--- src/hw/rtl/rgm_pkg.sv ---
// ----------------------------------------------------------------------------
// rgm_pkg: shared types and constants of the region grow block
// Command and register codes, compare operations and frontier queue control.
// ----------------------------------------------------------------------------
package rgm_pkg;

    // field widths
    localparam int PIX_W   = 8;
    localparam int CMD_W   = 2;
    localparam int COORD_W = 6;
    localparam int EXT_W   = 7;
    localparam int COUNT_W = 13;
    localparam int CFG_IDX_W  = 2;
    localparam int CFG_DATA_W = 8;

    // command codes
    localparam logic [CMD_W-1:0] CMD_LOAD = 2'd0;
    localparam logic [CMD_W-1:0] CMD_GROW = 2'd1;
    localparam logic [CMD_W-1:0] CMD_READ = 2'd2;

    // result kinds
    localparam logic RES_GROW = 1'b0;
    localparam logic RES_READ = 1'b1;

    // register indexes
    localparam logic [CFG_IDX_W-1:0] REG_SEED   = 2'd0;
    localparam logic [CFG_IDX_W-1:0] REG_TOL    = 2'd1;
    localparam logic [CFG_IDX_W-1:0] REG_WIDTH  = 2'd2;
    localparam logic [CFG_IDX_W-1:0] REG_HEIGHT = 2'd3;

    // register reset values
    localparam logic [PIX_W-1:0] SEED_RESET   = 8'd125;
    localparam logic [PIX_W-1:0] TOL_RESET    = 8'd3;
    localparam logic [EXT_W-1:0] WIDTH_RESET  = 7'd64;
    localparam logic [EXT_W-1:0] HEIGHT_RESET = 7'd64;

    // operations of the shared compare unit
    typedef enum logic [0:0] {
        CMP_GT   = 1'b0,
        CMP_NEAR = 1'b1
    } cmp_op_t;

    // frontier queue control
    typedef struct packed {
        logic clear;
        logic push;
        logic pop;
    } fifo_ctrl_t;

endpackage

--- src/hw/rtl/rgm_cmp_unit.sv ---
// ----------------------------------------------------------------------------
// rgm_cmp_unit: shared grey level compare unit
// Seed test (value above threshold) or join test (absolute difference within
// tolerance), selected by the sequencer.
// ----------------------------------------------------------------------------
module rgm_cmp_unit (
    input  rgm_pkg::cmp_op_t               op,
    input  logic [rgm_pkg::PIX_W-1:0]      a,
    input  logic [rgm_pkg::PIX_W-1:0]      b,
    input  logic [rgm_pkg::PIX_W-1:0]      limit,
    output logic                           hit
);

    logic [rgm_pkg::PIX_W-1:0] diff;

    // absolute difference
    assign diff = (a > b) ? (a - b) : (b - a);

    // operation select
    always_comb
    begin
        unique case (op)
            rgm_pkg::CMP_GT:   hit = (a > limit);
            rgm_pkg::CMP_NEAR: hit = (diff <= limit);
            default:           hit = 1'b0;
        endcase
    end

endmodule

--- config.mk ---
export PLATFORM = sky130hd
export DESIGN_NAME = rgm_cmp_unit
export DESIGN_NICKNAME = d
export VERILOG_FILES = /design/src/hw/rtl/rgm_pkg.sv /design/src/hw/rtl/rgm_cmp_unit.sv
export SDC_FILE = /design/constraint.sdc
export NUM_CORES = 1
export LEC_CHECK = 0
export ABC_AREA = 1
export ABC_CLOCK_PERIOD_IN_PS = 5900
export BUFFER_PORTS_ARGS = -buffer_cell sky130_fd_sc_hd__buf_2
export CAP_MARGIN = 25
export CORE_MARGIN = 1
export CORE_UTILIZATION = 53
export DETAILED_ROUTE_END_ITERATION = 8
export PLACE_DENSITY_LB_ADDON = 0.25
export SYNTH_ARGS = -nofsm -noshare
export SYNTH_HDL_FRONTEND = slang
export SYNTH_SLANG_ARGS = --single-unit
--- constraint.sdc ---
create_clock -name vclk -period 5.9
set_input_delay 0.295 -clock vclk [all_inputs]
set_output_delay 0.295 -clock vclk [all_outputs]
set_load 0.005 [all_outputs]
==> results of run 1 <==
==> worst min-delay path by stage <==
| stage | start | end | slack (ns) | cells after the start |
|---|---|---|---|---|
| 2_1_floorplan | op | hit | 0.69 | 2 |
| 3_3_place_gp | op | hit | 0.86 | 4 |
| 3_5_place_dp | op | hit | 0.87 | 4 |
| 4_1_cts | op | hit | 0.87 | 4 |
| 5_1_grt | op | hit | 0.90 | 4 |
| 6_report | op | hit | 0.87 | 4 |
==> synth_stat cells (all sizes together) <==
library cell,count
o21ai,4
inv,52
a21oi,11
nand4,6
buf,4
nand3,17
xor2,3
nand2,77
nand3b,1
ha,31
o21bai,1
o21a,2
nor2,7
fa,2
xnor2,3
==> where the power goes <==
group	total, W	internal (W)	switching, W	leakage, nW
combinational	0.000143	0.0000586	0.0000841	0.927
clock	0	0	0	0
sequential	0	0	0	0
total	0.000143	0.0000586	0.0000841	0.927
==> layout make-up <==
cell class                      count  area, µm²  share of cell area [%]
Multi-Input combinational cell    165       1050                    74.4
Inverter                           52        195                    13.9
Timing Repair Buffer               26        130                    9.24
Tap cell                           28       35.0                    2.49
==> metal layers <==
layer | GRT usage, % | share of wire, %
met1 | 29.9 | 50
met2 | 38.4 | 46
met3 | 0.298 | 3.0
met4 | 4.63 | 1.3
met5 | 0 | 0
==> critical path, cell delays in order <==
cell     delay, ns
buf_2         0.11
inv_1         0.07
ha_1          0.14
inv_1         0.07
fa_1          0.42
nand3_1       0.09
nand3_1       0.12
nand2_1       0.10
nand2_1       0.05
nand2_1       0.29
nand3_1       0.13
nand2_1       0.09
ha_1          0.23
a21oi_1       0.16
o21a_1        0.13
nand2_1       0.04
nand2_1       0.05
nand2_1       0.04
nand2_1       0.05
buf_2         0.10
==> cells by family after synthesis <==
logic type | synth area share [%]
AOI/OAI and AO/OA | 8.56
adders and majority gates | 33.7
buffers and inverters | 17.6
xor gates and xnor gates | 4.13
and+or+nand+nor | 36.0
==> stage by stage <==
step           setup WS, ns  instances
3_3_place_gp           2.87        271
2_1_floorplan          3.35        221
4_1_cts                2.83        271
3_5_place_dp           2.83        271
5_1_grt                2.56        271
6_report               2.84        271
==> run_results.csv, run 1 <==
group,metric,value,unit
outcome,status,"finished clean",
power_and_ir_drop,leakage,0.927,nW
detailed_routing,wl_per_cell,9.70,µm
power_and_ir_drop,p_per_area,101,mW/mm²
sta,finalCritPeriodShare,51.9,%
placed_design,io_buffer_count,26,
critical_path,critPathCapture,"hit",
placed_design,place_congestion,0.926,
yosys,synthTopCellsByArea,"ha_1 31%, nand2_1 22%, inv_1 15%",
yosys,synth_area_per_cell,5.75,µm²
yosys,ys_types,20,
finish,clkbuf_count,0,
placed_design,placed_area,0.00141,mm²
run,drv_cap,0,
die,die_w,51.0,µm
finish,regArea,0,µm²
detailed_routing,vias,1335,
global_route,antenna_found_initial,0,
critical_path,crit_fanout,11,
die,num_rows,17,
yosys,syn_inst,221,
yosys,yosys.area.top_type_share,30.5,%
detailed_routing,drt-initial-drc-count,19,
finish,n_antenna_cell,0,
critical_path,critPathCaptureType,"primary output",
finish,synthToLayoutAreaGrowth,10.7,%
finish,nNetsFinal,303,
yosys,yosysSeqAreaShare,0,%
finish,stdcell_area,0.00141,mm²
placed_design,dpl.hpwl,2330,µm
detailed_routing,drt_pass1_iterations,4,
finish,fillCellCount,241,
critical_path,startpoint,"a[0]",
sta,tightestPinTransition,0.369,ns
sta,setup_tns,0,ns
finish,post-route-util,63.0,%
global_route,grt_pass1_vias,1115,
global_route,grt_pass1_wl,4560,µm
sta,rsz0062_at_grt,"false",
finish,flops_and_latches,0,
die,start_util,56.9,%
cts,post_cts_buffers,0,
sta,hold_viol_final,0,
detailed_routing,vias_per_cell,4.93,
die,core-area,0.00223,mm²
critical_path,arrival,2.77,ns
yosys,ys_warn_count,0,
global_route,track_usage,22.0,%
global_route,overflow,0,
yosys,syn_nets,279,
yosys,netlist_area,0.00127,mm²
power_and_ir_drop,p_total,0.000143,W
die,die_h,51.0,µm
sta,fmax,327,MHz
finish,drive_gt1_share,13.2,%
finish,final_common_cell,"nand2_1",
sta,slew_headroom,75.3,%
sta,final_max_slew_viol_count,0,
critical_path,startpoint_type,"primary input",
detailed_routing,drt-total-wl,2630,µm
sta,setup_viol,0,
critical_path,critPathKind,"in2out",
power_and_ir_drop,peakVddDrop,51.0,µV
detailed_routing,final_antenna_net_count,0,
cts,ctsHoldBuffers,0,
global_route,grt_max_degree,12,
die,dieArea,0.00260,mm²
worst_hold_path,hold_class,"in2out",
critical_path,critPathRequiredTime,5.61,ns
detailed_routing,post-route-drc-count,0,
sta,hold_ws,0.867,ns
sta,finalCriticalPeriod,3.06,ns
cts,cts_resized,0,
die,pin_count,26,
finish,mostFrequentLayoutCells,"75 x nand2_1, 52 x inv_1, 31 x ha_1, 26 x buf_2, 17 x nand3_1",
yosys,synth_top_area_cell,"ha_1",
Power figures use the tool's default switching activity.
==> run 2, diff against run 1 <==
--- a/config.mk
+++ b/config.mk
@@ -5,12 +5,12 @@
 export SDC_FILE = /design/constraint.sdc
 export NUM_CORES = 1
 export LEC_CHECK = 0
-export ABC_AREA = 1
-export ABC_CLOCK_PERIOD_IN_PS = 5900
+export ABC_AREA = 0
+export ABC_CLOCK_PERIOD_IN_PS = 2550
 export BUFFER_PORTS_ARGS = -buffer_cell sky130_fd_sc_hd__buf_2
 export CAP_MARGIN = 25
 export CORE_MARGIN = 1
-export CORE_UTILIZATION = 53
+export CORE_UTILIZATION = 52
 export DETAILED_ROUTE_END_ITERATION = 8
 export PLACE_DENSITY_LB_ADDON = 0.25
 export SYNTH_ARGS = -nofsm -noshare
==> constraint.sdc (replaced) <==
create_clock -name vclk -period 2.55
set_input_delay 0.1275 -clock vclk [all_inputs]
set_output_delay 0.1275 -clock vclk [all_outputs]
set_load 0.005 [all_outputs]
==> run 2 against run 1 <==
Net effect: the flow now finishes with violations (negative setup slack); cell area up 13%; synthesized cell count down 39%; critical path type unchanged; utilization up 26 points; via count down 5.7%; first-iteration DRC count up 120%.
==> run_results.csv, run 2 <==
group,metric,value,unit
global_route,grt_pass1_vias,1150,
global_route,grt_pass1_wl,4920,µm
yosys,ys_types,28,
yosys,syn_inst,135,
sta,rsz0062_at_grt,"true",
worst_hold_path,hold_class,"in2out",
finish,clkbuf_count,0,
finish,nNetsFinal,252,
finish,drive_gt1_share,46.9,%
detailed_routing,vias,1259,
sta,tightestPinTransition,0.303,ns
die,die_w,46.9,µm
sta,finalCriticalPeriod,2.98,ns
finish,flops_and_latches,0,
sta,finalCritPeriodShare,117,%
finish,synthToLayoutAreaGrowth,52.5,%
yosys,syn_nets,193,
critical_path,critPathRequiredTime,2.42,ns
detailed_routing,post-route-drc-count,0,
detailed_routing,drt-initial-drc-count,41,
critical_path,critPathCaptureType,"primary output",
placed_design,place_congestion,0.940,
cts,ctsHoldBuffers,0,
finish,mostFrequentLayoutCells,"35 x buf_4, 25 x buf_2, 23 x ha_1, 22 x inv_1, 9 x a21oi_1",
detailed_routing,wl_per_cell,18.4,µm
die,dieArea,0.00219,mm²
run,drv_cap,0,
die,start_util,58.1,%
placed_design,place_ws,-0.424,ns
critical_path,crit_fanout,7,
detailed_routing,vias_per_cell,5.80,
detailed_routing,drt-total-wl,3990,µm
sta,hold_viol_final,0,
critical_path,critPathKind,"in2out",
yosys,yosys.area.top_type_share,37.1,%
finish,n_antenna_cell,0,
placed_design,io_buffer_count,26,
power_and_ir_drop,peakVddDrop,230,µV
finish,final_common_cell,"buf_4",
die,die_h,46.9,µm
placed_design,dpl.hpwl,2390,µm
sta,fmax,335,MHz
global_route,antenna_found_initial,0,
outcome,violations,"negative setup slack",
die,pin_count,26,
sta,setup_ws,-0.432,ns
yosys,ys_warn_count,0,
sta,setup_viol,1,
die,core-area,0.00180,mm²
power_and_ir_drop,leakage,0.855,nW
die,num_rows,15,
global_route,track_usage,31.3,%
detailed_routing,final_antenna_net_count,0,
critical_path,startpoint_type,"primary input",
finish,regArea,0,µm²
sta,setup_tns,-0.432,ns
sta,final_max_slew_viol_count,0,
power_and_ir_drop,p_per_area,288,mW/mm²
sta,slew_headroom,79.6,%
yosys,synth.top_cells.by_count,"31 x ha_1, 25 x inv_1, 13 x a21oi_1, 8 x mux2i_1, 8 x o21ai_0",
global_route,grt_max_degree,8,
yosys,synth_top_area_cell,"ha_1",
critical_path,arrival,2.85,ns
global_route,overflow,0,
yosys,synth.most_common_cell,"ha_1",
placed_design,placed_area,0.00141,mm²
detailed_routing,drt_pass1_iterations,4,
yosys,yosysSeqAreaShare,0,%
finish,stdcell_area,0.00160,mm²
yosys,netlist_area,0.00105,mm²
outcome,status,"complete, but fails checks",
yosys,synth_area_per_cell,7.75,µm²
yosys,synthTopCellsByArea,"ha_1 37%, inv_1 9.0%, mux2i_1 7.7%",
-- run 2: cell count changes in the layout (fill, tap and decap cells not counted), moves of 4 or more --
cell,delta
o21ai_0,+4
nand3_1,-17
a21oi_2,+5
inv_1,-30
mux2i_1,+6
ha_4,+6
ha_1,-8
nand2_1,-70
nor2_1,-4
buf_4,+35
-- run 2: power breakdown --
group	internal, W	switching [W]	total [W]
sequential	0	0	0
combinational	0.000232	0.000227	0.000459
clock	0	0	0
-- run 2: stage by stage --
| step | power (W) | cells | hold slack, ns | utilization (%) |
|---|---|---|---|---|
| floorplan | 0.000222 | 135 | 0.372 | - |
| global placement | 0.000342 | 213 | 0.584 | 78.3 |
| detailed placement | 0.000360 | 213 | 0.590 | 78.3 |
| CTS | 0.000394 | 216 | 0.570 | 83.6 |
| global route | 0.000486 | 217 | 0.598 | 88.5 |
| finish | 0.000459 | 217 | 0.584 | 88.5 |
-- run 2: kinds of logic (layout without fill, tap and decap cells) --
kind of cell,Yosys count,after routing,synth area share [%]
adders and majority gates,33,33,40.9
AOI/OAI and AO/OA,37,37,22.4
xor gates and xnor gates,6,6,5.02
buffers and inverters,30,87,12.6
muxes,9,9,8.73
and+or+nand+nor,20,20,10.4
-- run 2: repair_timing --
item / CTS / global route
pin swaps: 18 / 12
gates resized for setup: 21 / 15
endpoints found under the setup margin: 1 / 1
buffers inserted: 3 / 1
-- run 2: routing by layer --
layer	vias up	wire length (µm)	part of all wire (%)	GRT usage (%)
met5	-	0	0	0
met4	0	196	4.9	9.14
met3	20	246	6.2	3.46
met2	66	1950	49	59.4
met1	585	1600	40	36.4
li1	588	-	-	-
-- run 2: worst paths after layout --
kind / cells past startpoint / end / slack [ns] / from
hold / removal: 4 / hit / 0.58 / op
setup / recovery: 16 / hit / -0.43 / a[4]
-- run 2: area by class of cell --
class | instances | area [µm²]
fill | 80 | 206
inverter | 25 | 98.8
multi-input combinational | 105 | 1050
tap | 25 | 31.3
timing repair buffer | 62 | 414
-- run 2: critical path, cell delays in order --
cell and delay, ns:
buf_2 0.10, inv_1 0.05, ha_2 0.40, nand4_1 0.21
buf_4 0.20, a21oi_1 0.22, a211oi_2 0.08, mux2i_2 0.24
xor2_1 0.22, ha_1 0.31, a21oi_2 0.17, o21ai_1 0.09
mux2i_1 0.15, a21oi_1 0.06, o21ai_1 0.11, buf_2 0.12
==> run 3, diff against run 2 <==
--- a/config.mk
+++ b/config.mk
@@ -8,10 +8,12 @@
 export ABC_AREA = 0
 export ABC_CLOCK_PERIOD_IN_PS = 2550
 export BUFFER_PORTS_ARGS = -buffer_cell sky130_fd_sc_hd__buf_2
-export CAP_MARGIN = 25
+export CELL_PAD_IN_SITES_DETAIL_PLACEMENT = 1
+export CELL_PAD_IN_SITES_GLOBAL_PLACEMENT = 1
 export CORE_MARGIN = 1
-export CORE_UTILIZATION = 52
+export CORE_UTILIZATION = 37
 export DETAILED_ROUTE_END_ITERATION = 8
+export MAX_ROUTING_LAYER = met4
 export PLACE_DENSITY_LB_ADDON = 0.25
 export SYNTH_ARGS = -nofsm -noshare
 export SYNTH_HDL_FRONTEND = slang
==> run 3 against run 2 <==
Net effect: the flow still finishes with violations (negative setup slack); wire length down 8.7%; highest routed layer unchanged; largest cell class unchanged; hold slack got worse by 0.0074 ns; via count is 7.0% lower; die area increased by 39%.
==> run_results.csv, run 3 (synthesized netlist as in run 2, its figures left out) <==
group,metric,value,unit
critical_path,worst-path-stages,18,
finish,mostFrequentLayoutCells,"30 x buf_4, 26 x ha_1, 25 x buf_2, 23 x inv_1, 8 x a21oi_1",
detailed_routing,vias,1171,
critical_path,critPathRequiredTime,2.42,ns
outcome,violations,"negative setup slack",
sta,rsz0062_at_grt,"true",
finish,clkbuf_count,0,
placed_design,dpl.hpwl,3010,µm
sta,slew_headroom,76.7,%
worst_hold_path,hold_class,"in2out",
critical_path,cp_top_family,"adder cells",
detailed_routing,wl_per_cell,16.6,µm
die,num_rows,18,
global_route,grt_max_degree,8,
detailed_routing,drt-total-wl,3640,µm
power_and_ir_drop,peakVddDrop,157,µV
detailed_routing,drt_pass1_iterations,2,
placed_design,place_congestion,0.863,
critical_path,startpoint,"a[0]",
die,pin_count,26,
detailed_routing,wl_met2,2040,µm
critical_path,critPathKind,"in2out",
die,start_util,40.7,%
sta,setup_tns,-0.222,ns
critical_path,startpoint_type,"primary input",
power_and_ir_drop,p_per_area,277,mW/mm²
critical_path,crit_fanout,4,
critical_path,critPathCaptureType,"primary output",
finish,regArea,0,µm²
detailed_routing,final_antenna_net_count,0,
sta,hold_viol_final,0,
critical_path,critPathCapture,"hit",
power_and_ir_drop,leakage,0.845,nW
sta,finalCriticalPeriod,2.77,ns
finish,final_common_cell,"buf_4",
finish,flops_and_latches,0,
critical_path,critPathBufInv,5,
sta,fmax,361,MHz
global_route,grt_pass1_vias,1260,
critical_path,cpMaxStageDelayCell,"fa_2",
global_route,antenna_found_initial,0,
global_route,grt_pass1_wl,5750,µm
sta,setup_ws,-0.222,ns
global_route,track_usage,27.5,%
sta,setup_viol,1,
detailed_routing,drt-initial-drc-count,1,
critical_path,critPathMaxStageDelay,0.35,ns
detailed_routing,route.met3.wl,71,µm
sta,hold_ws,0.576,ns
die,core-area,0.00257,mm²
detailed_routing,vias_per_cell,5.35,
finish,synthToLayoutAreaGrowth,48.4,%
detailed_routing,wl_met1,1450,µm
critical_path,arrival,2.64,ns
detailed_routing,post-route-drc-count,0,
sta,tightestPinTransition,0.345,ns
critical_path,critical_path.cell_chain,"buf_8 -> inv_6 -> ha_4 -> inv_2 -> fa_2 -> nand3_2 -> a21oi_2 -> o22a_1 -> buf_6 -> mux2i_1 -> xor2_1 -> ha_1 -> a21oi_2 -> o21ai_2 -> mux2i_1 -> a21oi_1 -> o21ai_1 -> buf_2",
finish,n_antenna_cell,0,
finish,drive_gt1_share,44.4,%
placed_design,io_buffer_count,26,
detailed_routing,dr.max_layer_used,"met4",
sta,finalCritPeriodShare,109,%
die,die_h,55.2,µm
finish,nNetsFinal,249,
die,dieArea,0.00304,mm²
sta,final_max_slew_viol_count,0,
finish,fillCellCount,325,
outcome,status,"complete, but fails checks",
global_route,overflow,0,
run,drv_cap,0,
die,die_w,55.2,µm
run 3: cell type report:
| type | instances | area [µm²] | area share (%) |
|---|---|---|---|
| tap | 30 | 37.5 | 2.42 |
| multi-input combinational | 105 | 1020 | 65.5 |
| timing repair buffer | 59 | 399 | 25.7 |
| inverter | 25 | 98.8 | 6.37 |
run 3: worst min path at each step:
stage           to  cells past startpoint  slack (ns)  from
3_3_place_gp   hit                      4        0.58    op
5_1_grt        hit                      4        0.60    op
2_1_floorplan  hit                      2        0.37    op
3_5_place_dp   hit                      4        0.59    op
4_1_cts        hit                      4        0.57    op
6_report       hit                      4        0.58    op
run 3: what timing repair did:
| action | in CTS | in global routing |
|---|---|---|
| setup endpoints to repair | 1 | 1 |
| pin swaps | 11 | 15 |
| hold buffers | 0 | 0 |
| buffers inserted | 0 | 1 |
| gates cloned | 0 | 0 |
| gates resized for setup | 24 | 9 |
run 3: worst min-delay path, stage by stage:
cell and delay, ns:
buf_2 0.10, inv_1 0.04, o21ai_1 0.05, buf_2 0.12
run 3: metrics by stage:
stage	instances	setup WS (ns)	power, W	area [µm²]	utilization [%]
finish	219	-0.222	0.000430	1550	60.5
global route	219	-0.388	0.000472	1550	60.5
global placement	218	-0.315	0.000345	1420	55.2
detailed placement	218	-0.449	0.000366	1420	55.2
CTS	218	-0.247	0.000407	1500	58.5
floorplan	135	0.0366	0.000222	1050	-
run 3: routing by layer:
layer / global-route usage, % / vias to the layer above
met5: - / -
met4: 3.33 / 0
met3: 1.09 / 9
met2: 56.0 / 24
met1: 29.5 / 554
li1: - / 584
run 3: power breakdown:
group | switching [W] | internal [W] | total [W]
combinational | 0.000214 | 0.000216 | 0.000430
sequential | 0 | 0 | 0
clock | 0 | 0 | 0
